`config.mk`:
```
export PLATFORM = sky130hd
export DESIGN_NAME = pot_servo_deadband_tracker_top
export DESIGN_NICKNAME = d
export VERILOG_FILES = /design/src/rtl/pdt_pkg.sv /design/src/rtl/pdt_in_stage.sv /design/src/rtl/pdt_track.sv /design/src/rtl/pot_servo_deadband_tracker_top.sv
export SDC_FILE = /design/constraint.sdc
export NUM_CORES = 1
export LEC_CHECK = 0
export ABC_CLOCK_PERIOD_IN_PS = 27700
export BUFFER_PORTS_ARGS = -buffer_cell sky130_fd_sc_hd__buf_4
export CAP_MARGIN = 20
export CORE_MARGIN = 2
export CORE_UTILIZATION = 40
export CTS_BUF_LIST = sky130_fd_sc_hd__clkbuf_2
export CTS_CLUSTER_DIAMETER = 40
export DETAILED_ROUTE_END_ITERATION = 7
export GPL_TIMING_DRIVEN = 0
export HOLD_SLACK_MARGIN = 0.06
export SYNTH_ARGS = -nofsm -noshare
export SYNTH_HDL_FRONTEND = slang
export SYNTH_SLANG_ARGS = --single-unit
export TNS_END_PERCENT = 50
```
`constraint.sdc`:
```
create_clock -name clk -period 27.7 [get_ports clk]
set_clock_uncertainty 0.1 [all_clocks]
set_input_delay 5.54 -clock clk [delete_from_list [all_inputs] [get_ports clk]]
set_output_delay 5.54 -clock clk [all_outputs]
set_load 0.01 [all_outputs]
```
`src/rtl/pdt_pkg.sv`:
```
`timescale 1ns / 1ps
// ---------------------------------------------------------------------------
// pdt_pkg
// Shared types, constants and channel tables for the potentiometer servo
// deadband tracker.
// ---------------------------------------------------------------------------
package pdt_pkg;

    localparam int CH_W      = 2;
    localparam int CH_COUNT  = 4;
    localparam int SAMPLE_W  = 8;
    localparam int ANGLE_W   = 8;
    localparam int COMPARE_W = 12;
    localparam int DB_W      = 4;
    localparam int CFG_IDX_W = 1;
    localparam int CFG_DATA_W = DB_W;

    // register indexes
    localparam logic [CFG_IDX_W-1:0] REG_TRACK_ENABLE = 1'b0;
    localparam logic [CFG_IDX_W-1:0] REG_DEADBAND     = 1'b1;

    localparam logic [DB_W-1:0]    DEADBAND_RESET = 4'd2;
    localparam logic [ANGLE_W-1:0] ANGLE_RESET    = 8'd90;

    // s*100/d as (s * 100*ceil(2^26/d)) >> 26, exact for s < 256
    localparam int MAP_MUL_W  = 26;
    localparam int MAP_SHIFT  = 26;
    localparam int MAP_PROD_W = SAMPLE_W + MAP_MUL_W;

    // a*1333/100 as (a * 1333*ceil(2^25/100)) >> 25, exact for a < 256
    localparam int CMP_MUL_W  = 29;
    localparam int CMP_SHIFT  = 25;
    localparam int CMP_PROD_W = ANGLE_W + CMP_MUL_W;
    localparam logic [CMP_MUL_W-1:0] CMP_MUL = 29'd447281485;
    localparam logic [COMPARE_W-1:0] PULSE_BASE = 12'd800;
    localparam int PRESCALE_SHIFT = 3;

    typedef struct packed {
        logic [CH_W-1:0]    channel;
        logic [ANGLE_W-1:0] mapped;
    } pdt_item_t;

    typedef struct packed {
        logic                 update;
        logic [CH_W-1:0]      servo;
        logic [ANGLE_W-1:0]   angle;
        logic [COMPARE_W-1:0] compare;
    } pdt_result_t;

    function automatic logic [MAP_MUL_W-1:0] map_mul(input logic [CH_W-1:0] ch);
        logic [MAP_MUL_W-1:0] m;
        case (ch)
            2'd0:    m = 26'd18186700;
            2'd1:    m = 26'd18693300;
            2'd2:    m = 26'd5528000;
            default: m = 26'd47259800;
        endcase
        return m;
    endfunction

    function automatic logic [ANGLE_W-1:0] map_offset(input logic [CH_W-1:0] ch);
        logic [ANGLE_W-1:0] o;
        case (ch)
            2'd0:    o = 8'd25;
            2'd1:    o = 8'd7;
            2'd2:    o = 8'd112;
            default: o = 8'd0;
        endcase
        return o;
    endfunction

    function automatic logic [ANGLE_W-1:0] angle_low(input logic [CH_W-1:0] ch);
        logic [ANGLE_W-1:0] l;
        case (ch)
            2'd0:    l = 8'd25;
            2'd1:    l = 8'd7;
            2'd2:    l = 8'd112;
            default: l = 8'd0;
        endcase
        return l;
    endfunction

    function automatic logic [ANGLE_W-1:0] angle_high(input logic [CH_W-1:0] ch);
        logic [ANGLE_W-1:0] h;
        case (ch)
            2'd0:    h = 8'd120;
            2'd1:    h = 8'd78;
            2'd2:    h = 8'd133;
            default: h = 8'd180;
        endcase
        return h;
    endfunction

endpackage

```
`src/rtl/pdt_in_stage.sv`:
```
`timescale 1ns / 1ps
// ---------------------------------------------------------------------------
// pdt_in_stage
// Input register: takes a request, maps the sample to a raw angle for its
// channel and holds it for the tracking stage.
// ---------------------------------------------------------------------------
module pdt_in_stage (
    input  logic                        clk,
    input  logic                        rst_n,
    input  logic                        in_valid,
    output logic                        in_ready,
    input  logic [pdt_pkg::CH_W-1:0]     channel,
    input  logic [pdt_pkg::SAMPLE_W-1:0] sample,
    output logic                        item_valid,
    input  logic                        item_ready,
    output pdt_pkg::pdt_item_t           item
);
    import pdt_pkg::*;

    logic                  valid_reg;
    pdt_item_t             item_reg;
    pdt_item_t             item_next;
    logic [MAP_PROD_W-1:0] map_prod;

    assign in_ready = !valid_reg || item_ready;

    always_comb
    begin
        map_prod          = MAP_PROD_W'(sample) * MAP_PROD_W'(map_mul(channel));
        item_next.channel = channel;
        item_next.mapped  = map_offset(channel) + map_prod[MAP_SHIFT +: ANGLE_W];
    end

    always_ff @(posedge clk or negedge rst_n)
    begin
        if (!rst_n)
        begin
            valid_reg <= 1'b0;
        end
        else if (in_valid && in_ready)
        begin
            valid_reg <= 1'b1;
        end
        else if (item_ready)
        begin
            valid_reg <= 1'b0;
        end
    end

    always_ff @(posedge clk)
    begin
        if (in_valid && in_ready)
        begin
            item_reg <= item_next;
        end
    end

    assign item_valid = valid_reg;
    assign item       = item_reg;

endmodule

```
`src/rtl/pdt_track.sv`:
```
`timescale 1ns / 1ps
// ---------------------------------------------------------------------------
// pdt_track
// Per-channel angle store, deadband test, clamp, pulse compare and the
// result register.
// ---------------------------------------------------------------------------
module pdt_track (
    input  logic                          clk,
    input  logic                          rst_n,
    input  logic                          item_valid,
    output logic                          item_ready,
    input  pdt_pkg::pdt_item_t             item,
    input  logic                          track_enable,
    input  logic [pdt_pkg::DB_W-1:0]       deadband,
    output logic                          out_valid,
    input  logic                          out_ready,
    output pdt_pkg::pdt_result_t           result
);
    import pdt_pkg::*;

    logic [ANGLE_W-1:0]    angle_reg [CH_COUNT];
    logic [ANGLE_W-1:0]    angle_next;
    logic                  out_valid_reg;
    pdt_result_t           result_reg;
    pdt_result_t           result_next;
    logic                  load;
    logic                  hit;
    logic [ANGLE_W-1:0]    stored;
    logic [ANGLE_W-1:0]    diff;
    logic [CMP_PROD_W-1:0] cmp_prod;
    logic [COMPARE_W-1:0]  pulse;

    assign item_ready = !out_valid_reg || out_ready;
    assign load       = item_valid && item_ready;

    always_comb
    begin
        stored = angle_reg[item.channel];
        diff   = (item.mapped >= stored) ? item.mapped - stored : stored - item.mapped;
        hit    = track_enable && (diff > ANGLE_W'(deadband));

        angle_next = item.mapped;
        if (angle_next < angle_low(item.channel))
        begin
            angle_next = angle_low(item.channel);
        end
        if (angle_next > angle_high(item.channel))
        begin
            angle_next = angle_high(item.channel);
        end

        cmp_prod = CMP_PROD_W'(angle_next) * CMP_PROD_W'(CMP_MUL);
        pulse    = PULSE_BASE + cmp_prod[CMP_SHIFT +: COMPARE_W];
        // channels 2 and 3 run on the prescaled timer
        if (item.channel >= 2'd2)
        begin
            pulse = pulse >> PRESCALE_SHIFT;
        end

        result_next.update  = hit;
        result_next.servo   = item.channel;
        result_next.angle   = hit ? angle_next : stored;
        result_next.compare = hit ? pulse : '0;
    end

    always_ff @(posedge clk or negedge rst_n)
    begin
        if (!rst_n)
        begin
            for (int i = 0; i < CH_COUNT; i++)
            begin
                angle_reg[i] <= ANGLE_RESET;
            end
        end
        else if (load && hit)
        begin
            angle_reg[item.channel] <= angle_next;
        end
    end

    always_ff @(posedge clk or negedge rst_n)
    begin
        if (!rst_n)
        begin
            out_valid_reg <= 1'b0;
        end
        else if (item_ready)
        begin
            out_valid_reg <= item_valid;
        end
    end

    always_ff @(posedge clk)
    begin
        if (load)
        begin
            result_reg <= result_next;
        end
    end

    assign out_valid = out_valid_reg;
    assign result    = result_reg;

endmodule

```
`src/rtl/pot_servo_deadband_tracker_top.sv`:
```
`timescale 1ns / 1ps
// ---------------------------------------------------------------------------
// pot_servo_deadband_tracker_top
// Maps potentiometer samples of four servo channels to angles, applies the
// deadband and channel limits and gives the new pulse compare value on an update.
// ---------------------------------------------------------------------------
// Usage:
//   Input channel (in_valid/in_ready, channel, sample): one request per
//   sample. Output channel (out_valid/out_ready, update, servo, angle,
//   compare): exactly one result per request, in request order.
//   Path: a request passes the input register, then the result register.
//   Throughput: one request per cycle while out_ready is high; the stored
//   angle of a channel is read and rewritten in the same cycle, so
//   consecutive requests on one channel follow at full rate.
//   Configuration: cfg_we writes cfg_data into the register at cfg_index
//   (track_enable, deadband); the user writes only while idle; not enforced.
//   Reset: stored angles go to 90 degrees, tracking off, deadband 2.
//   Stall: the result register holds while out_ready is low; the input
//   register keeps its request, or takes one if it was empty, and in_ready
//   then stays low until out_ready returns.
// ---------------------------------------------------------------------------
module pot_servo_deadband_tracker_top (
    input  logic                           clk,
    input  logic                           rst_n,
    input  logic                           cfg_we,
    input  logic [pdt_pkg::CFG_IDX_W-1:0]   cfg_index,
    input  logic [pdt_pkg::CFG_DATA_W-1:0]  cfg_data,
    input  logic                           in_valid,
    output logic                           in_ready,
    input  logic [pdt_pkg::CH_W-1:0]        channel,
    input  logic [pdt_pkg::SAMPLE_W-1:0]    sample,
    output logic                           out_valid,
    input  logic                           out_ready,
    output logic                           update,
    output logic [pdt_pkg::CH_W-1:0]        servo,
    output logic [pdt_pkg::ANGLE_W-1:0]     angle,
    output logic [pdt_pkg::COMPARE_W-1:0]   compare
);
    import pdt_pkg::*;

    logic              track_enable_reg;
    logic [DB_W-1:0]   deadband_reg;
    logic              item_valid;
    logic              item_ready;
    pdt_item_t         item;
    pdt_result_t       result;

    always_ff @(posedge clk or negedge rst_n)
    begin
        if (!rst_n)
        begin
            track_enable_reg <= 1'b0;
            deadband_reg     <= DEADBAND_RESET;
        end
        else if (cfg_we)
        begin
            case (cfg_index)
                REG_TRACK_ENABLE: track_enable_reg <= cfg_data[0];
                REG_DEADBAND:     deadband_reg     <= cfg_data[DB_W-1:0];
                default:          ;
            endcase
        end
    end

    pdt_in_stage u_in_stage (
        .clk        (clk),
        .rst_n      (rst_n),
        .in_valid   (in_valid),
        .in_ready   (in_ready),
        .channel    (channel),
        .sample     (sample),
        .item_valid (item_valid),
        .item_ready (item_ready),
        .item       (item)
    );

    pdt_track u_track (
        .clk          (clk),
        .rst_n        (rst_n),
        .item_valid   (item_valid),
        .item_ready   (item_ready),
        .item         (item),
        .track_enable (track_enable_reg),
        .deadband     (deadband_reg),
        .out_valid    (out_valid),
        .out_ready    (out_ready),
        .result       (result)
    );

    assign update  = result.update;
    assign servo   = result.servo;
    assign angle   = result.angle;
    assign compare = result.compare;

endmodule

```
==> out/summary.txt <==
antenna violations before repair: 1
Critical path origin: channel[1]
final hold vios: 0
Worst R2R Start: u_in_stage.item[8]
Rel. slew slack: 34.9%
First DRT Iteration DRCs: 472
Inserted Clock Buffers: 9
Reg2Reg Setup Slack: 15.20 ns
clock root cell: clkbuf_2
vias per cell: 5.20
Setup Buffers After CTS: 0
slowest CP cell: a2111oi_0
share of flip-flops with an asynchronous set or reset: 54.2%
max-cap violations: 0
Top Family by Delay on Critical Path: adder cells
worst hold stages: 1
die area: 33,500 µm²
Placer Congestion: 0.865
CTS tree: done
Non-Filler Instances: 1,784
final core occ: 43.9%
Clock Pin Slew Worst Setup and Hold Paths: 0.20 ns
number of flops mapped to enable cells by yosys: 33
Achievable Freq: 0.0793 GHz
vias in the first global route: 9,565
Skew-Pair Late Insertion Delay: 0.57 ns
Critical Path RT: 27.92 ns
die span in x: 183 µm
hpwl dp: 25,400 µm
CP arrival: 12.83 ns
Initial Util: 40.6%
Critical R2R Capture: u_track.result[8]
Post-CTS Hold Fix Bufs: 0
top-count cell post-synth: inv_1
I/O pin count: 45
largest net degree at the start of global routing: 40
Synth area leaders: fa_1 (25%), ha_1 (21%), inv_1 (7.9%)
grt total ovfl: 0
slowest stage delay, CP: 0.64 ns
core footprint: 31,600 µm²
port bufs: 44
Tot GR Track Use: 18.5%
Pins Over Slew Limit: 0
# clock sinks: 72
Die Height: 183 µm
Seq/Total Area, Yosys: 15.5%
type of the most critical hold path: reg -> reg
global-route wire length before repair: 49,100 µm
cell count after synthesis: 1,314
Worst Path Buf+Inv: 4
RSZ-0062 raised after global routing: no
Vias: 9,275
setup_tns: 0 ns
Synth area leader: fa_1
fraction of final layout cells sized beyond drive strength 1: 10.6%
Tmin final: 12.61 ns
worst reg2reg path depth: 39
Synthesized Nets: 1,710
Post-CTS Resized: 0
Worst path depth: 26
Setup crit end: u_in_stage.item[7]
FF+latch count, synth: 72
Worst Max-Slew Pin Slew: 0.971 ns
DP Cell Count: 1,766
DRC: 0
Mapped Area: 12,800 µm²
Final Routed Wirelength: 29,400 µm
crit path launch type: primary input
layout overhead on the synthesized area: 8.11%
per-cell routed wire length: 16.5 µm
crit path capture type: flip-flop
max reg flops: 32
crit path max fanout: 9
# H-tree levels: 3
status: complete, no violations
Yosys cell types: 75
antenna-violating nets left: 0
DR pass1 iterations: 5
NumNets Final: 1,772
top-area cell type share of the netlist area: 24.5%
most frequent cells after synthesis: inv_1 (268), ha_1 (219), fa_1 (157), nor2_1 (70), nand2_1 (67)
row count: 65
Clock Path Buffers: 2
CP Class: in -> reg
Period Utilization, post-route: 45.5%
Top FF cell, synth: edfxtp_1
Final setup viols: 0
Ys Warns: 0
Post-Syn Area per Cell: 9.75 µm²
[worst reg2reg max path: cells and delay by family (launching register included)]
family | cells | cell delay [ns]
AOI/OAI and AO/OA | 14 | 3.62
adders and majority gates | 9 | 3.50
buffers and inverters | 9 | 1.86
and+or+nand+nor | 4 | 1.17
muxes | 2 | 1.03
DFF | 1 | 0.54
xor gates and xnor gates | 1 | 0.42
[cell type report]
| type | instances | area (µm²) |
|---|---|---|
| fill | 3142 | 17700 |
| multi-input combinational | 951 | 9710 |
| sequential | 72 | 1990 |
| inverter | 269 | 1010 |
| tap | 402 | 503 |
| timing repair buffer | 51 | 388 |
| buffer | 22 | 101 |
| clock inverter | 7 | 100 |
| clock buffer | 9 | 45.0 |
| antenna | 1 | 2.50 |
[metal layers]
metal,GRT usage [%],share of wire (%),vias to the layer above
met5,0,0,-
met4,5.34,2.2,0
met3,1.73,3.0,38
met2,31.7,48,154
met1,25.0,47,4593
li1,-,-,4490
[logic make-up after synthesis]
family / count (synthesis) / share of synthesized area (%)
AO/OA/AOI/OAI: 200 / 10.5
AND/OR/NAND/NOR: 280 / 11.1
XOR/XNOR: 33 / 2.26
adder cells (fa/ha/maj): 377 / 46.0
buffers and inverters: 291 / 8.67
multiplexers: 61 / 5.97
flip-flops: 72 / 15.5
[placed cells by master (no fill, tap or decap), types with 10 or more instances in the layout]
cell | Yosys | routed
a21oi_1 | 59 | 59
a211oi_1 | 10 | 10
xnor2_1 | 22 | 22
a21o_1 | 23 | 23
and2_1 | 34 | 34
clkbuf_1 | 18 | 18
nor2b_1 | 24 | 24
inv_1 | 268 | 268
buf_4 | 1 | 49
nand2b_1 | 14 | 14
mux2i_1 | 13 | 13
nand2_1 | 67 | 67
xor2_1 | 11 | 11
ha_1 | 219 | 219
dfstp_2 | 17 | 17
dfrtp_1 | 22 | 22
o21ai_0 | 36 | 35
nand3_1 | 21 | 21
mux2_2 | 38 | 38
o211ai_1 | 12 | 12
fa_1 | 157 | 157
o21a_1 | 11 | 11
edfxtp_1 | 33 | 33
nor2_1 | 70 | 70
[how the worst min path moves through the flow]
stage	slack [ns]	startpoint	endpoint
4_1_cts	0.42	u_track.angle_reg[30]	u_track.angle_reg[30]
6_report	0.42	u_in_stage.item_valid	u_track.out_valid
3_3_place_gp	0.37	u_in_stage.item_valid	u_track.out_valid
5_1_grt	0.45	u_in_stage.item_valid	u_track.out_valid
3_5_place_dp	0.38	u_in_stage.item_valid	u_track.out_valid
2_1_floorplan	0.36	u_in_stage.item_valid	u_track.out_valid
[stage by stage]
stage / hold WS [ns] / worst slack, ns / area (µm²)
after floorplan: 0.357 / 15.78 / 12800
after global placement: 0.373 / 14.11 / 13600
after detailed placement: 0.384 / 14.49 / 13700
after CTS: 0.425 / 14.87 / 13800
after global routing: 0.453 / 14.46 / 13800
final: 0.419 / 15.09 / 13800
Power is left out: the tool's default activity adds up to more than one toggle a clock period on the data nets, which glitch-free logic cannot reach.
